File: src/rtl/mfir_pkg.sv
// shared types, widths and constants of the multichannel fir filter
`timescale 1ns / 1ps

package mfir_pkg;

  // default sizes
  localparam int TAPS_DEF     = 8;
  localparam int CHANNELS_DEF = 4;

  // coefficient register file
  localparam int NUM_COEFS  = 8;
  localparam int COEF_IDX_W = $clog2(NUM_COEFS);
  localparam int COEF_W     = 16;

  // sample and arithmetic widths
  localparam int SAMPLE_W  = 16;
  localparam int CHAN_W    = 2;
  localparam int PROD_W    = SAMPLE_W + COEF_W;
  localparam int ACC_W     = PROD_W + $clog2(NUM_COEFS);
  localparam int FRAC_BITS = 15;
  localparam int ROUND_W   = ACC_W - FRAC_BITS;

  localparam logic signed [ACC_W-1:0]   ROUND_BIAS = ACC_W'(1 << (FRAC_BITS - 1));
  localparam logic signed [ROUND_W-1:0] SAT_MAX    = ROUND_W'(32767);
  localparam logic signed [ROUND_W-1:0] SAT_MIN    = ROUND_W'(-32768);

  localparam logic signed [COEF_W-1:0] COEF0_RESET = 16'sh7fff;

  // request kinds carried in the input tuser
  typedef enum logic {
    REQ_FILTER = 1'b0,
    REQ_CLEAR  = 1'b1
  } req_e;

  typedef logic signed [COEF_W-1:0] coef_t;

  // control that travels with one tap read through the mac pipeline
  typedef struct packed {
    logic                  vld;
    logic                  tap_on;
    logic                  first;
    logic                  last;
    logic [COEF_IDX_W-1:0] tap;
  } mac_ctl_t;

endpackage

File: src/rtl/multichannel_fir_filter.sv
// Multichannel direct-form FIR filter, one history per channel, shared coefficients.
// Input beats (s_axis): tuser[0] is the request kind (0 filter, 1 clear all
// histories), tuser[2:1] the channel, tdata[15:0] the signed sample.
// Output beats (m_axis): tuser[1:0] channel, tuser[2] saturation flag,
// tdata[15:0] rounded, saturated Q1.15 filter result.
// Coefficients coef_0..coef_7 are written through cfg_we_i / cfg_idx_i /
// cfg_data_i; the user must write them only while the block is idle, which the
// block itself does not enforce. Only the first TAPS are used. A sample is
// written into a circular history in one memory; the taps are then read back
// one per cycle through the single read port and fed to one shared multiplier
// that sums them into the result in the output register, and the next beat is
// taken right after that result is loaded. Clear beats and beats for a channel
// at or above CHANNELS give no result and leave input ready.
// A per-channel fill count masks history slots never written since reset or
// the last clear, so neither needs a pass over the memory.
// Reset returns coef_0 to 32767, the other coefficients to 0 and empties all
// histories. A stalled receiver holds the result in the output register; one
// further beat is accepted and computed, then input waits.
`timescale 1ns / 1ps

module multichannel_fir_filter #(
  parameter int TAPS     = mfir_pkg::TAPS_DEF,
  parameter int CHANNELS = mfir_pkg::CHANNELS_DEF
) (
  input  logic                                clk_i,
  input  logic                                rst_ni,
  // tdata: sample_in[15:0]
  input  logic [15:0]                         s_axis_tdata,
  // tuser: req_type[0], chan_sel[2:1]
  input  logic [2:0]                          s_axis_tuser,
  input  logic                                s_axis_tvalid,
  output logic                                s_axis_tready,
  // tdata: filtered[15:0]
  output logic [15:0]                         m_axis_tdata,
  // tuser: chan_out[1:0], saturated[2]
  output logic [2:0]                          m_axis_tuser,
  output logic                                m_axis_tvalid,
  input  logic                                m_axis_tready,
  input  logic                                cfg_we_i,
  input  logic [mfir_pkg::COEF_IDX_W-1:0]     cfg_idx_i,
  input  logic [mfir_pkg::COEF_W-1:0]         cfg_data_i
);

  localparam int SW    = $clog2(TAPS);
  localparam int CW    = $clog2(TAPS + 1);
  localparam int CHW   = (CHANNELS > 1) ? $clog2(CHANNELS) : 1;
  localparam int DEPTH = CHANNELS * (2 ** SW);
  localparam int AW    = $clog2(DEPTH);

  typedef enum logic [1:0] {
    ST_IDLE,
    ST_RUN,
    ST_DRAIN
  } state_e;

  state_e state_q;

  mfir_pkg::coef_t coef_q [mfir_pkg::NUM_COEFS];

  logic [SW-1:0]  head_q [CHANNELS];
  logic [CW-1:0]  cnt_q  [CHANNELS];
  logic [CHW-1:0] ch_q;
  logic [SW-1:0]  slot_q;
  logic [SW-1:0]  rd_k_q;
  logic [CW-1:0]  ncnt_q;

  logic                                m_tvalid_q;
  logic [mfir_pkg::SAMPLE_W-1:0]       m_data_q;
  logic [mfir_pkg::CHAN_W-1:0]         m_chan_q;
  logic                                m_sat_q;

  logic                                s_accept;
  mfir_pkg::req_e                      req;
  logic [mfir_pkg::CHAN_W-1:0]         in_chan;
  logic                                chan_ok;
  logic [CHW-1:0]                      in_ch;
  logic [SW-1:0]                       head_sel, new_slot, rd_slot;
  logic [CW-1:0]                       cnt_sel, new_cnt;
  logic                                wr_en, rd_en, out_free, out_load;
  logic [AW-1:0]                       waddr, raddr;
  logic [mfir_pkg::SAMPLE_W-1:0]       rdata;
  mfir_pkg::mac_ctl_t                  mac_ctl;
  logic                                mac_ready;
  logic signed [mfir_pkg::SAMPLE_W-1:0] mac_result;
  logic                                mac_sat;

  // coefficient registers
  always_ff @(posedge clk_i or negedge rst_ni) begin
    if (!rst_ni) begin
      for (int i = 0; i < mfir_pkg::NUM_COEFS; i++) begin
        coef_q[i] <= '0;
      end
      coef_q[0] <= mfir_pkg::COEF0_RESET;
    end else if (cfg_we_i) begin
      coef_q[cfg_idx_i] <= cfg_data_i;
    end
  end

  // input beat decode
  assign s_axis_tready = (state_q == ST_IDLE);
  assign s_accept      = s_axis_tvalid & s_axis_tready;
  assign req           = mfir_pkg::req_e'(s_axis_tuser[0]);
  assign in_chan       = s_axis_tuser[2:1];
  assign chan_ok       = int'(in_chan) < CHANNELS;
  assign in_ch         = CHW'(in_chan);
  assign head_sel      = head_q[in_ch];
  assign cnt_sel       = cnt_q[in_ch];
  assign new_slot      = (head_sel == SW'(TAPS - 1)) ? '0 : head_sel + 1'b1;
  assign new_cnt       = (cnt_sel == CW'(TAPS)) ? cnt_sel : cnt_sel + 1'b1;

  // newest sample goes into the slot after the channel's head
  assign wr_en = s_accept && (req == mfir_pkg::REQ_FILTER) && chan_ok;
  assign waddr = AW'({in_ch, new_slot});

  // tap k lives k slots behind the newest, modulo TAPS
  assign rd_en   = (state_q == ST_RUN);
  assign rd_slot = (slot_q >= rd_k_q) ? slot_q - rd_k_q : slot_q + SW'(TAPS) - rd_k_q;
  assign raddr   = AW'({ch_q, rd_slot});

  always_comb begin
    mac_ctl        = '0;
    mac_ctl.vld    = rd_en;
    mac_ctl.tap_on = CW'(rd_k_q) < ncnt_q;
    mac_ctl.first  = (rd_k_q == '0);
    mac_ctl.last   = (rd_k_q == SW'(TAPS - 1));
    mac_ctl.tap    = mfir_pkg::COEF_IDX_W'(rd_k_q);
  end

  mfir_hist_ram #(
    .DEPTH (DEPTH),
    .AW    (AW),
    .DW    (mfir_pkg::SAMPLE_W)
  ) u_hist_ram (
    .clk_i   (clk_i),
    .we_i    (wr_en),
    .waddr_i (waddr),
    .wdata_i (s_axis_tdata),
    .re_i    (rd_en),
    .raddr_i (raddr),
    .rdata_o (rdata)
  );

  mfir_mac u_mac (
    .clk_i    (clk_i),
    .rst_ni   (rst_ni),
    .ctl_i    (mac_ctl),
    .rdata_i  ($signed(rdata)),
    .coef_i   (coef_q),
    .ready_o  (mac_ready),
    .result_o (mac_result),
    .sat_o    (mac_sat)
  );

  // output register loads when the sum is done and the slot is free
  assign out_free = !m_tvalid_q || m_axis_tready;
  assign out_load = (state_q == ST_DRAIN) && mac_ready && out_free;

  // sequencer, channel pointers and output register
  always_ff @(posedge clk_i or negedge rst_ni) begin
    if (!rst_ni) begin
      state_q    <= ST_IDLE;
      rd_k_q     <= '0;
      m_tvalid_q <= 1'b0;
      m_data_q   <= '0;
      m_chan_q   <= '0;
      m_sat_q    <= 1'b0;
      for (int c = 0; c < CHANNELS; c++) begin
        head_q[c] <= '0;
        cnt_q[c]  <= '0;
      end
    end else begin
      if (out_load) begin
        m_tvalid_q <= 1'b1;
        m_data_q   <= mac_result;
        m_chan_q   <= mfir_pkg::CHAN_W'(ch_q);
        m_sat_q    <= mac_sat;
      end else if (m_axis_tready) begin
        m_tvalid_q <= 1'b0;
      end
      case (state_q)
        ST_IDLE: begin
          if (s_accept) begin
            if (req == mfir_pkg::REQ_CLEAR) begin
              for (int c = 0; c < CHANNELS; c++) begin
                cnt_q[c] <= '0;
              end
            end else if (chan_ok) begin
              head_q[in_ch] <= new_slot;
              cnt_q[in_ch]  <= new_cnt;
              rd_k_q        <= '0;
              state_q       <= ST_RUN;
            end
          end
        end
        ST_RUN: begin
          rd_k_q <= rd_k_q + 1'b1;
          if (rd_k_q == SW'(TAPS - 1)) begin
            state_q <= ST_DRAIN;
          end
        end
        ST_DRAIN: begin
          if (out_load) begin
            state_q <= ST_IDLE;
          end
        end
        default: begin
          state_q <= ST_IDLE;
        end
      endcase
    end
  end

  // item context
  always_ff @(posedge clk_i) begin
    if (wr_en) begin
      ch_q   <= in_ch;
      slot_q <= new_slot;
      ncnt_q <= new_cnt;
    end
  end

  assign m_axis_tvalid = m_tvalid_q;
  assign m_axis_tdata  = m_data_q;
  assign m_axis_tuser  = {m_sat_q, m_chan_q};

`ifndef SYNTHESIS
  // no tap read while a new beat can be taken
  a_ready_no_read: assert property (@(posedge clk_i) disable iff (!rst_ni)
    s_axis_tready |-> !rd_en)
    else $error("tap read while input ready");

  // an accepted sample starts its tap reads at tap zero
  a_start_tap0: assert property (@(posedge clk_i) disable iff (!rst_ni)
    wr_en |=> (rd_en && rd_k_q == '0))
    else $error("tap sweep did not start at tap zero");

  // fill count of the running item counts its own sample and stays within TAPS
  a_cnt_bound: assert property (@(posedge clk_i) disable iff (!rst_ni)
    rd_en |-> (ncnt_q != '0 && ncnt_q <= CW'(TAPS)))
    else $error("fill count out of range");
`endif

endmodule

File: src/rtl/mfir_hist_ram.sv
// sample history memory, one write port and one registered read port
`timescale 1ns / 1ps

module mfir_hist_ram #(
  parameter int DEPTH = 32,
  parameter int AW    = $clog2(DEPTH),
  parameter int DW    = 16
) (
  input  logic          clk_i,
  input  logic          we_i,
  input  logic [AW-1:0] waddr_i,
  input  logic [DW-1:0] wdata_i,
  input  logic          re_i,
  input  logic [AW-1:0] raddr_i,
  output logic [DW-1:0] rdata_o
);

  logic [DW-1:0] mem [DEPTH];
  logic [DW-1:0] rdata_q;

  // write port
  always_ff @(posedge clk_i) begin
    if (we_i) begin
      mem[waddr_i] <= wdata_i;
    end
  end

  // read port, registered
  always_ff @(posedge clk_i) begin
    if (re_i) begin
      rdata_q <= mem[raddr_i];
    end
  end

  assign rdata_o = rdata_q;

endmodule

File: src/rtl/mfir_mac.sv
// shared multiply-accumulate with rounding and saturation of the sum
`timescale 1ns / 1ps

module mfir_mac (
  input  logic                                  clk_i,
  input  logic                                  rst_ni,
  input  mfir_pkg::mac_ctl_t                    ctl_i,
  input  logic signed [mfir_pkg::SAMPLE_W-1:0]  rdata_i,
  input  mfir_pkg::coef_t                       coef_i [mfir_pkg::NUM_COEFS],
  output logic                                  ready_o,
  output logic signed [mfir_pkg::SAMPLE_W-1:0]  result_o,
  output logic                                  sat_o
);

  mfir_pkg::mac_ctl_t ctl1_q, ctl2_q;
  logic signed [mfir_pkg::SAMPLE_W-1:0] operand;
  logic signed [mfir_pkg::PROD_W-1:0]   prod_d, prod_q;
  logic signed [mfir_pkg::ACC_W-1:0]    prod_ext;
  logic signed [mfir_pkg::ACC_W-1:0]    acc_d, acc_q;
  logic signed [mfir_pkg::ACC_W-1:0]    biased, shifted;
  logic signed [mfir_pkg::ROUND_W-1:0]  y_wide;
  logic                                 ready_q;

  // taps past the fill count of the channel read as zero
  assign operand = ctl1_q.tap_on ? rdata_i : '0;
  assign prod_d  = mfir_pkg::PROD_W'(operand) * mfir_pkg::PROD_W'(coef_i[ctl1_q.tap]);

  // accumulate, first tap restarts the sum
  assign prod_ext = mfir_pkg::ACC_W'(prod_q);
  assign acc_d    = ctl2_q.first ? prod_ext : acc_q + prod_ext;

  // control pipeline and done flag
  always_ff @(posedge clk_i or negedge rst_ni) begin
    if (!rst_ni) begin
      ctl1_q  <= '0;
      ctl2_q  <= '0;
      ready_q <= 1'b0;
    end else begin
      ctl1_q <= ctl_i;
      ctl2_q <= ctl1_q;
      if (ctl1_q.vld) begin
        ready_q <= 1'b0;
      end else if (ctl2_q.vld && ctl2_q.last) begin
        ready_q <= 1'b1;
      end
    end
  end

  // product and accumulator
  always_ff @(posedge clk_i) begin
    prod_q <= prod_d;
    if (ctl2_q.vld) begin
      acc_q <= acc_d;
    end
  end

  // round half up, then clip to 16 bits
  assign biased  = acc_q + mfir_pkg::ROUND_BIAS;
  assign shifted = biased >>> mfir_pkg::FRAC_BITS;
  assign y_wide  = shifted[mfir_pkg::ROUND_W-1:0];

  always_comb begin
    sat_o    = 1'b0;
    result_o = y_wide[mfir_pkg::SAMPLE_W-1:0];
    if (y_wide > mfir_pkg::SAT_MAX) begin
      sat_o    = 1'b1;
      result_o = mfir_pkg::SAT_MAX[mfir_pkg::SAMPLE_W-1:0];
    end else if (y_wide < mfir_pkg::SAT_MIN) begin
      sat_o    = 1'b1;
      result_o = mfir_pkg::SAT_MIN[mfir_pkg::SAMPLE_W-1:0];
    end
  end

  assign ready_o = ready_q;

endmodule
File: config.mk
export PLATFORM = sky130hd
export DESIGN_NAME = multichannel_fir_filter
export DESIGN_NICKNAME = d
export VERILOG_FILES = /design/src/rtl/mfir_pkg.sv /design/src/rtl/multichannel_fir_filter.sv /design/src/rtl/mfir_hist_ram.sv /design/src/rtl/mfir_mac.sv
export SDC_FILE = /design/constraint.sdc
export NUM_CORES = 2
export LEC_CHECK = 0
export BUFFER_PORTS_ARGS = -buffer_cell sky130_fd_sc_hd__clkbuf_2
export CORE_MARGIN = 10
export CORE_UTILIZATION = 41
export CTS_CLUSTER_SIZE = 14
export DETAILED_ROUTE_END_ITERATION = 10
export PLACE_DENSITY = 0.64
export SLEW_MARGIN = 15
export SYNTH_ARGS = -nofsm -noshare
export SYNTH_HDL_FRONTEND = slang
export SYNTH_SLANG_ARGS = --single-unit
File: constraint.sdc
create_clock -name clk_i -period 14.35 [get_ports clk_i]
set_input_delay 0.7175 -clock clk_i [delete_from_list [all_inputs] [get_ports clk_i]]
set_output_delay 0.7175 -clock clk_i [all_outputs]
set_load 0.01 [all_outputs]
# Word-level counts from Yosys, hierarchy flattened
# Memories as Yosys holds them, arrays and structs flattened. A register that Yosys moved wholly into a read port is not among the register bits.
# Cells that the tools add are included.
word_totals:
  ff_bits: 268
  ramBits: 512
  out_inout_bits: 21
  wordCells: 124
  mem_count: 1
op_classes:
  addsub: 6
  multipliers: 1
  magnitude_cmp: 8
  eq_ne: 9
  muxes: 41
  n_bitwise: 5
  n_reduce_logical: 17
memory_table:
  columns: ["name", "depth", "word_bits", "rd", "rd_clocked_by_memory_dff", "wr", "line_no", "rtl"]
  rows:
  - ["u_hist_ram.mem", 32, 16, 1, 1, 1, "mfir_hist_ram.sv:18", "logic [DW-1:0] mem [DEPTH];"]
ops:
  columns: ["cell", "count"]
  rows:
  - ["128-bit bitwise mux", 1]
  - ["16-bit 2-to-1 mux", 7]
  - ["16-bit binary-select mux with 3-bit select", 1]
  - ["16-bit demux with 3-bit select", 1]
  - ["35-bit by 16-bit adder with 35-bit output, second input constant", 1]
  - ["35-bit by 32-bit adder with 35-bit output", 1]
  - ["35-bit 2-to-1 mux", 1]
  - ["16-bit by 16-bit multiplier with 32-bit output", 1]
  - ["20-bit by 16-bit greater-than comparator with 1-bit output, second input constant", 1]
  - ["20-bit by 16-bit less-than comparator with 1-bit output, second input constant", 1]
  - ["3-bit 2-to-1 mux", 6]
  - ["16-bit bitwise mux", 1]
  - ["4-bit 2-to-1 mux", 4]
  - ["12-bit bitwise mux", 1]
  - ["4-bit binary-select mux with 2-bit select", 1]
  - ["4-bit demux with 2-bit select", 1]
  - ["4-bit >= comparator, second input constant", 2]
  - ["1-bit 2-to-1 mux", 8]
  - ["2-bit 2-to-1 mux", 4]
  - ["3-bit inverter with 4-bit output", 2]
  - ["3-bit by 1-bit adder with 3-bit output, second input constant", 2]
  - ["3-bit binary-select mux with 2-bit select", 1]
  - ["3-bit demux with 2-bit select", 1]
  - ["3-bit equality test, second input constant", 2]
  - ["25 further kinds", 35]

# Depth between registers and ports, before layout
logic_depth:
  depth_word: 8
  mapped_depth: 28
  mapped_depth_nobuf: 24

# Hierarchy
# Synthesis repeated with hierarchy kept, for this count alone.
hier_totals:
  cells_unflattened: 3270
  area_unflattened_um2: 43789.5
by_module_without_submodules:
  columns: ["module", "n_inst", "cells_each", "area_each_um2"]
  rows:
  - ["mfir_hist_ram", 1, 1143, 20696.1]
  - ["mfir_mac", 1, 1625, 15329.7]
  - ["multichannel_fir_filter", 1, 502, 7763.7]

# Least setup slack after synthesis
# OpenSTA, ideal clock, no wires.
synth_timing:
  path_type: "reg2reg"
  startpoint: "reg u_mac.ctl1_q[0] in the netlist's numbering"
  endpoint: "reg u_mac.prod_q[25] in the netlist's numbering"
  setup_ns: 0.121
  t_arrival_ns: 7.069
  required_ns: 14.229
  setup_slack_ns: 7.160
  stages_incl_launch_ff: 26
  path_buffers: 3
  synth_period_minus_slack_ns: 7.190
  path_cell_list: "dfrtp_1 > clkbuf_1 > buf_2 > mux4_2 > mux2i_1 > clkbuf_1 > nor2_1 > fa_1 > inv_1 > fa_1 > fa_1 > inv_1 > fa_1 > fa_1 > inv_1 > fa_1 > inv_1 > ha_1 > a21o_1 > a21o_1 > a221oi_1 > o21ai_1 > a211o_1 > o31ai_1 > mux2i_1 > nand2_1"
synth_between:
  elab_chain_cells: 5
synth_lines:
  columns: ["item", "line_no", "rtl"]
  rows:
  - ["start: declaration", "mfir_mac.sv:15", "mfir_pkg::mac_ctl_t ctl1_q, ctl2_q;"]
  - ["start signal: assignment", "mfir_mac.sv:39", "ctl1_q <= ctl_i;"]
  - ["3-bit inverter with 4-bit output (not written as such)", "mfir_mac.sv:26", "assign prod_d = mfir_pkg::PROD_W'(operand) * mfir_pkg::PROD_W'(coef_i[ctl1_q.tap]);"]
  - ["16-bit binary-select mux with 3-bit select", "mfir_mac.sv:26", null]
  - ["16-bit 2-to-1 mux (not written as such) (2 in a row)", "mfir_mac.sv:26", null]
  - ["16-bit by 16-bit multiplier with 32-bit output", "mfir_mac.sv:26", null]
  - ["via u_mac.prod_d (one bit)", "mfir_mac.sv:17", "logic signed [mfir_pkg::PROD_W-1:0] prod_d, prod_q;"]
  - ["end signal: assignment", "mfir_mac.sv:51", "prod_q <= prod_d;"]
  - ["end: declaration", "mfir_mac.sv:17", null]
# The timed path passes the listed nets, and every way through them passes these cells. The select of a mux whose other input is x is not followed.
# A chain may end at the register's enable or synchronous reset.

# Worst setup path in the final report
# Same ends and word-level chain as after synthesis.

==> flow_summary.yaml <==
run_status:
  status: "complete, no violations"
clock_network:
  cts_resized: 0
  clkTransAtPathRegs_ns: 0.06
  cts_setup_buffers: 0
  cts_tree: "built"
  cts_buffers: 85
  htreeDepth: 3
  cts-hold-fix-buffers: 0
  clock_path_buffers: 3
  clock-sinks: 796
  worstSkewPairLatency_ns: 0.66
  root_buffer: "clkbuf_16"
final_layout:
  syn_to_final_growth_pct: 10.98
  mostFrequentLayoutCell: "edfxtp_1"
  final_net_count: 3483
  drive_gt1_share_pct: 22.20
  mostFrequentLayoutCells: "edfxtp_1, inv_1, fa_1"
route:
  vias_per_cell: 5.390
  drtAntennaViolNets: 0
  firstDrtPassIters: 5
  wl_um: 95680
  vias: 24290
  post-route-drc-count: 0
  drtIter0Drc: 1675
  routedWlPerCell_um: 21.23
timing:
  relSlewSlack_pct: 22.69
  min_period_ns: 7.878
  rsz0062_at_grt: "false"
  final-setup-viol-count: 0
  clock_skew_ns: 0.02976
  tns_ns: 0
  period_share_pct: 54.90
  hold_ws_ns: 0.2329
  fmax_mhz: 126.9
  worstMarginPinSlew_ns: 1.158
  finalHoldViolCount: 0
  drv_slew: 0
  fin_ws_ns: 6.472
synthesis:
  synth.avg_cell_area_um2: 14.50
  synth_nets: 3418
  ys_seq_area_share_pct: 52.39
  async_flop_share_pct: 24.12
  syn_inst: 2980
  ys_warn_count: 0
  syn-cell-area_mm2: 0.04322
  yosys_register_bits: 796
  synth_flop_cell: "edfxtp_1"
  synth_edf_count: 572
  ys_types: 84
die:
  die_h_um: 344.7
  die-area_mm2: 0.1188
  core_mm2: 0.1050
  rows: 119
  num_io_pins: 64
  die_x_um: 344.7
  start_util_pct: 41.17
worst_setup_path:
  criticalPathCategory: "reg -> reg"
  arrival_ns: 8.40
  crit_required_ns: 14.87
  endpoint_kind: "flip-flop"
  reg2reg_from: "u_mac.ctl1_q[0]$_DFF_PN0_"
  critPathLaunch: "u_mac.ctl1_q[0]$_DFF_PN0_"
  cp-start-kind: "flip-flop"
  crit_fanout: 32
placement:
  place.gp.congestion: 0.8507
  post-dp-hpwl_um: 62160
  pre_cts_ws_ns: 6.435
  port_buffers: 63
global_route:
  grt_pass1_wl_um: 150100
  grt_max_degree: 129
  grt_overflow_total: 0
  grt_use_total_pct: 16.42
  antenna_found_initial: 7
  grt_pass1_vias: 25510
min_path:
  hold_path_class: "in -> async"
run:
  maxCapViolations: 0
[registers in the layout, indices dropped and copies added (netlist names)]
register,count
u_mac.ready_o,1
m_axis_tdata,16
u_hist_ram.mem,512
u_mac.prod_q,32
rd_k_q,3
coef_q,128
cnt_q,16
u_hist_ram.rdata_o,16
m_sat_q,1
ch_q,2
u_mac.acc_q,35
m_chan_q,2
slot_q,3
state_q,2
u_mac.ctl1_q,7
u_mac.ctl2_q,3
head_q,12
m_axis_tvalid,1
ncnt_q,4
[cell usage after synthesis (6+ instances only)]
| library cell | instances | area, um^2 |
|---|---|---|
| a211oi_1 | 9 | 67.56 |
| o31ai_1 | 7 | 52.55 |
| dfrtp_1 | 177 | 4429 |
| ha_1 | 131 | 1639 |
| nand3_1 | 29 | 145.1 |
| a21oi_2 | 9 | 78.83 |
| mux4_2 | 199 | 4482 |
| o211ai_1 | 9 | 67.56 |
| inv_1 | 310 | 1164 |
| a21o_1 | 25 | 187.7 |
| buf_2 | 36 | 180.2 |
| dfxtp_1 | 32 | 640.6 |
| fa_1 | 264 | 5285 |
| and2_1 | 27 | 168.9 |
| mux2i_1 | 13 | 130.1 |
| xor2_1 | 27 | 236.5 |
| nor2_1 | 158 | 593.1 |
| nand4_1 | 10 | 62.56 |
| nand2_1 | 225 | 844.6 |
| dfstp_2 | 15 | 394.1 |
| buf_1 | 18 | 67.56 |
| mux2_2 | 170 | 1914 |
| a31oi_1 | 6 | 37.54 |
| nor3_1 | 29 | 145.1 |
| a22oi_1 | 16 | 120.1 |
| o21bai_1 | 6 | 45.04 |
| nor2b_1 | 19 | 118.9 |
| or2_2 | 10 | 62.56 |
| clkbuf_1 | 76 | 285.3 |
| o21ai_1 | 17 | 85.08 |
| nand2b_1 | 26 | 162.7 |
| a21oi_1 | 66 | 330.3 |
| and3_1 | 24 | 150.1 |
| xnor2_1 | 51 | 446.7 |
| edfxtp_1 | 572 | 17180 |
| o21ai_0 | 73 | 365.4 |
[metrics by stage]
| stage | area, um^2 | utilization, % | cells |
|---|---|---|---|
| finish | 47960 | 45.69 | 4507 |
| global route | 47950 | 45.68 | 4503 |
| floorplan | 43220 | - | 2980 |
| detailed placement | 45210 | 43.07 | 4349 |
| CTS | 47950 | 45.68 | 4503 |
| global placement | 45210 | 43.07 | 4349 |
[final timing paths]
| path | endpoint | slack (ns) | cells past startpoint |
|---|---|---|---|
| worst max-delay path | u_mac.prod_q[25]$_DFF_P_ | 6.47 | 23 |
| max in group asynchronous | u_mac.ctl1_q[0]$_DFF_PN0_ | 12.58 | 2 |
| worst min-delay path | coef_q[96]$_DFFE_PN0P_ | 0.23 | 1 |
| worst max register to register | u_mac.prod_q[25]$_DFF_P_ | 6.47 | 23 |
| worst min register to register | u_mac.ctl2_q[3]$_DFF_PN0_ | 0.35 | 0 |
| min in group clk_i | u_mac.ctl2_q[3]$_DFF_PN0_ | 0.35 | 0 |
[layer usage]
metal / wire length, um / track usage [%] / share of wire (%) / vias up
met5: 46 / 0 / 0.048 / -
met4: 2632 / 5.099 / 2.8 / 6
met3: 5126 / 2.887 / 5.4 / 158
met2: 48380 / 28.04 / 51 / 606
met1: 39490 / 21.19 / 41 / 12670
li1: - / - / - / 10850
[critical path: stages (launching register included)]
cell and delay, ns:
dfrtp_2 0.33, buf_4 0.52, mux4_2 0.59, mux2i_1 0.78, nor2_1 0.16, fa_1 0.55, inv_1 0.06, fa_1 0.50
fa_1 0.52, inv_1 0.05, fa_1 0.49, fa_1 0.49, inv_1 0.04, fa_1 0.47, inv_1 0.04, ha_1 0.36
a21o_1 0.19, a21o_1 0.17, a221oi_1 0.27, o21ai_1 0.22, a211o_1 0.34, o31ai_1 0.31, mux2i_1 0.22, nand2_1 0.06
[cell type report]
class / instances / area (um^2)
fill: 9212 / 57010
antenna: 4 / 10.01
inverter: 310 / 1164
timing repair buffer: 112 / 716.9
tap: 1391 / 1740
sequential: 796 / 22640
clock buffer: 106 / 2257
clock inverter: 48 / 480.5
multi-input combinational: 1740 / 18950
[cells by family after synthesis]
family | after synthesis | share of synthesized area, %
buf+inv | 444 | 4.033
mux | 382 | 15.10
flops | 796 | 52.39
xor+xnor | 79 | 1.618
fa+ha+maj | 395 | 16.02
simple gates | 587 | 6.352
compound gates | 297 | 4.485
Power is not shown: default switching activity piles up to over one toggle a cycle in this logic, so the estimate is an artifact.
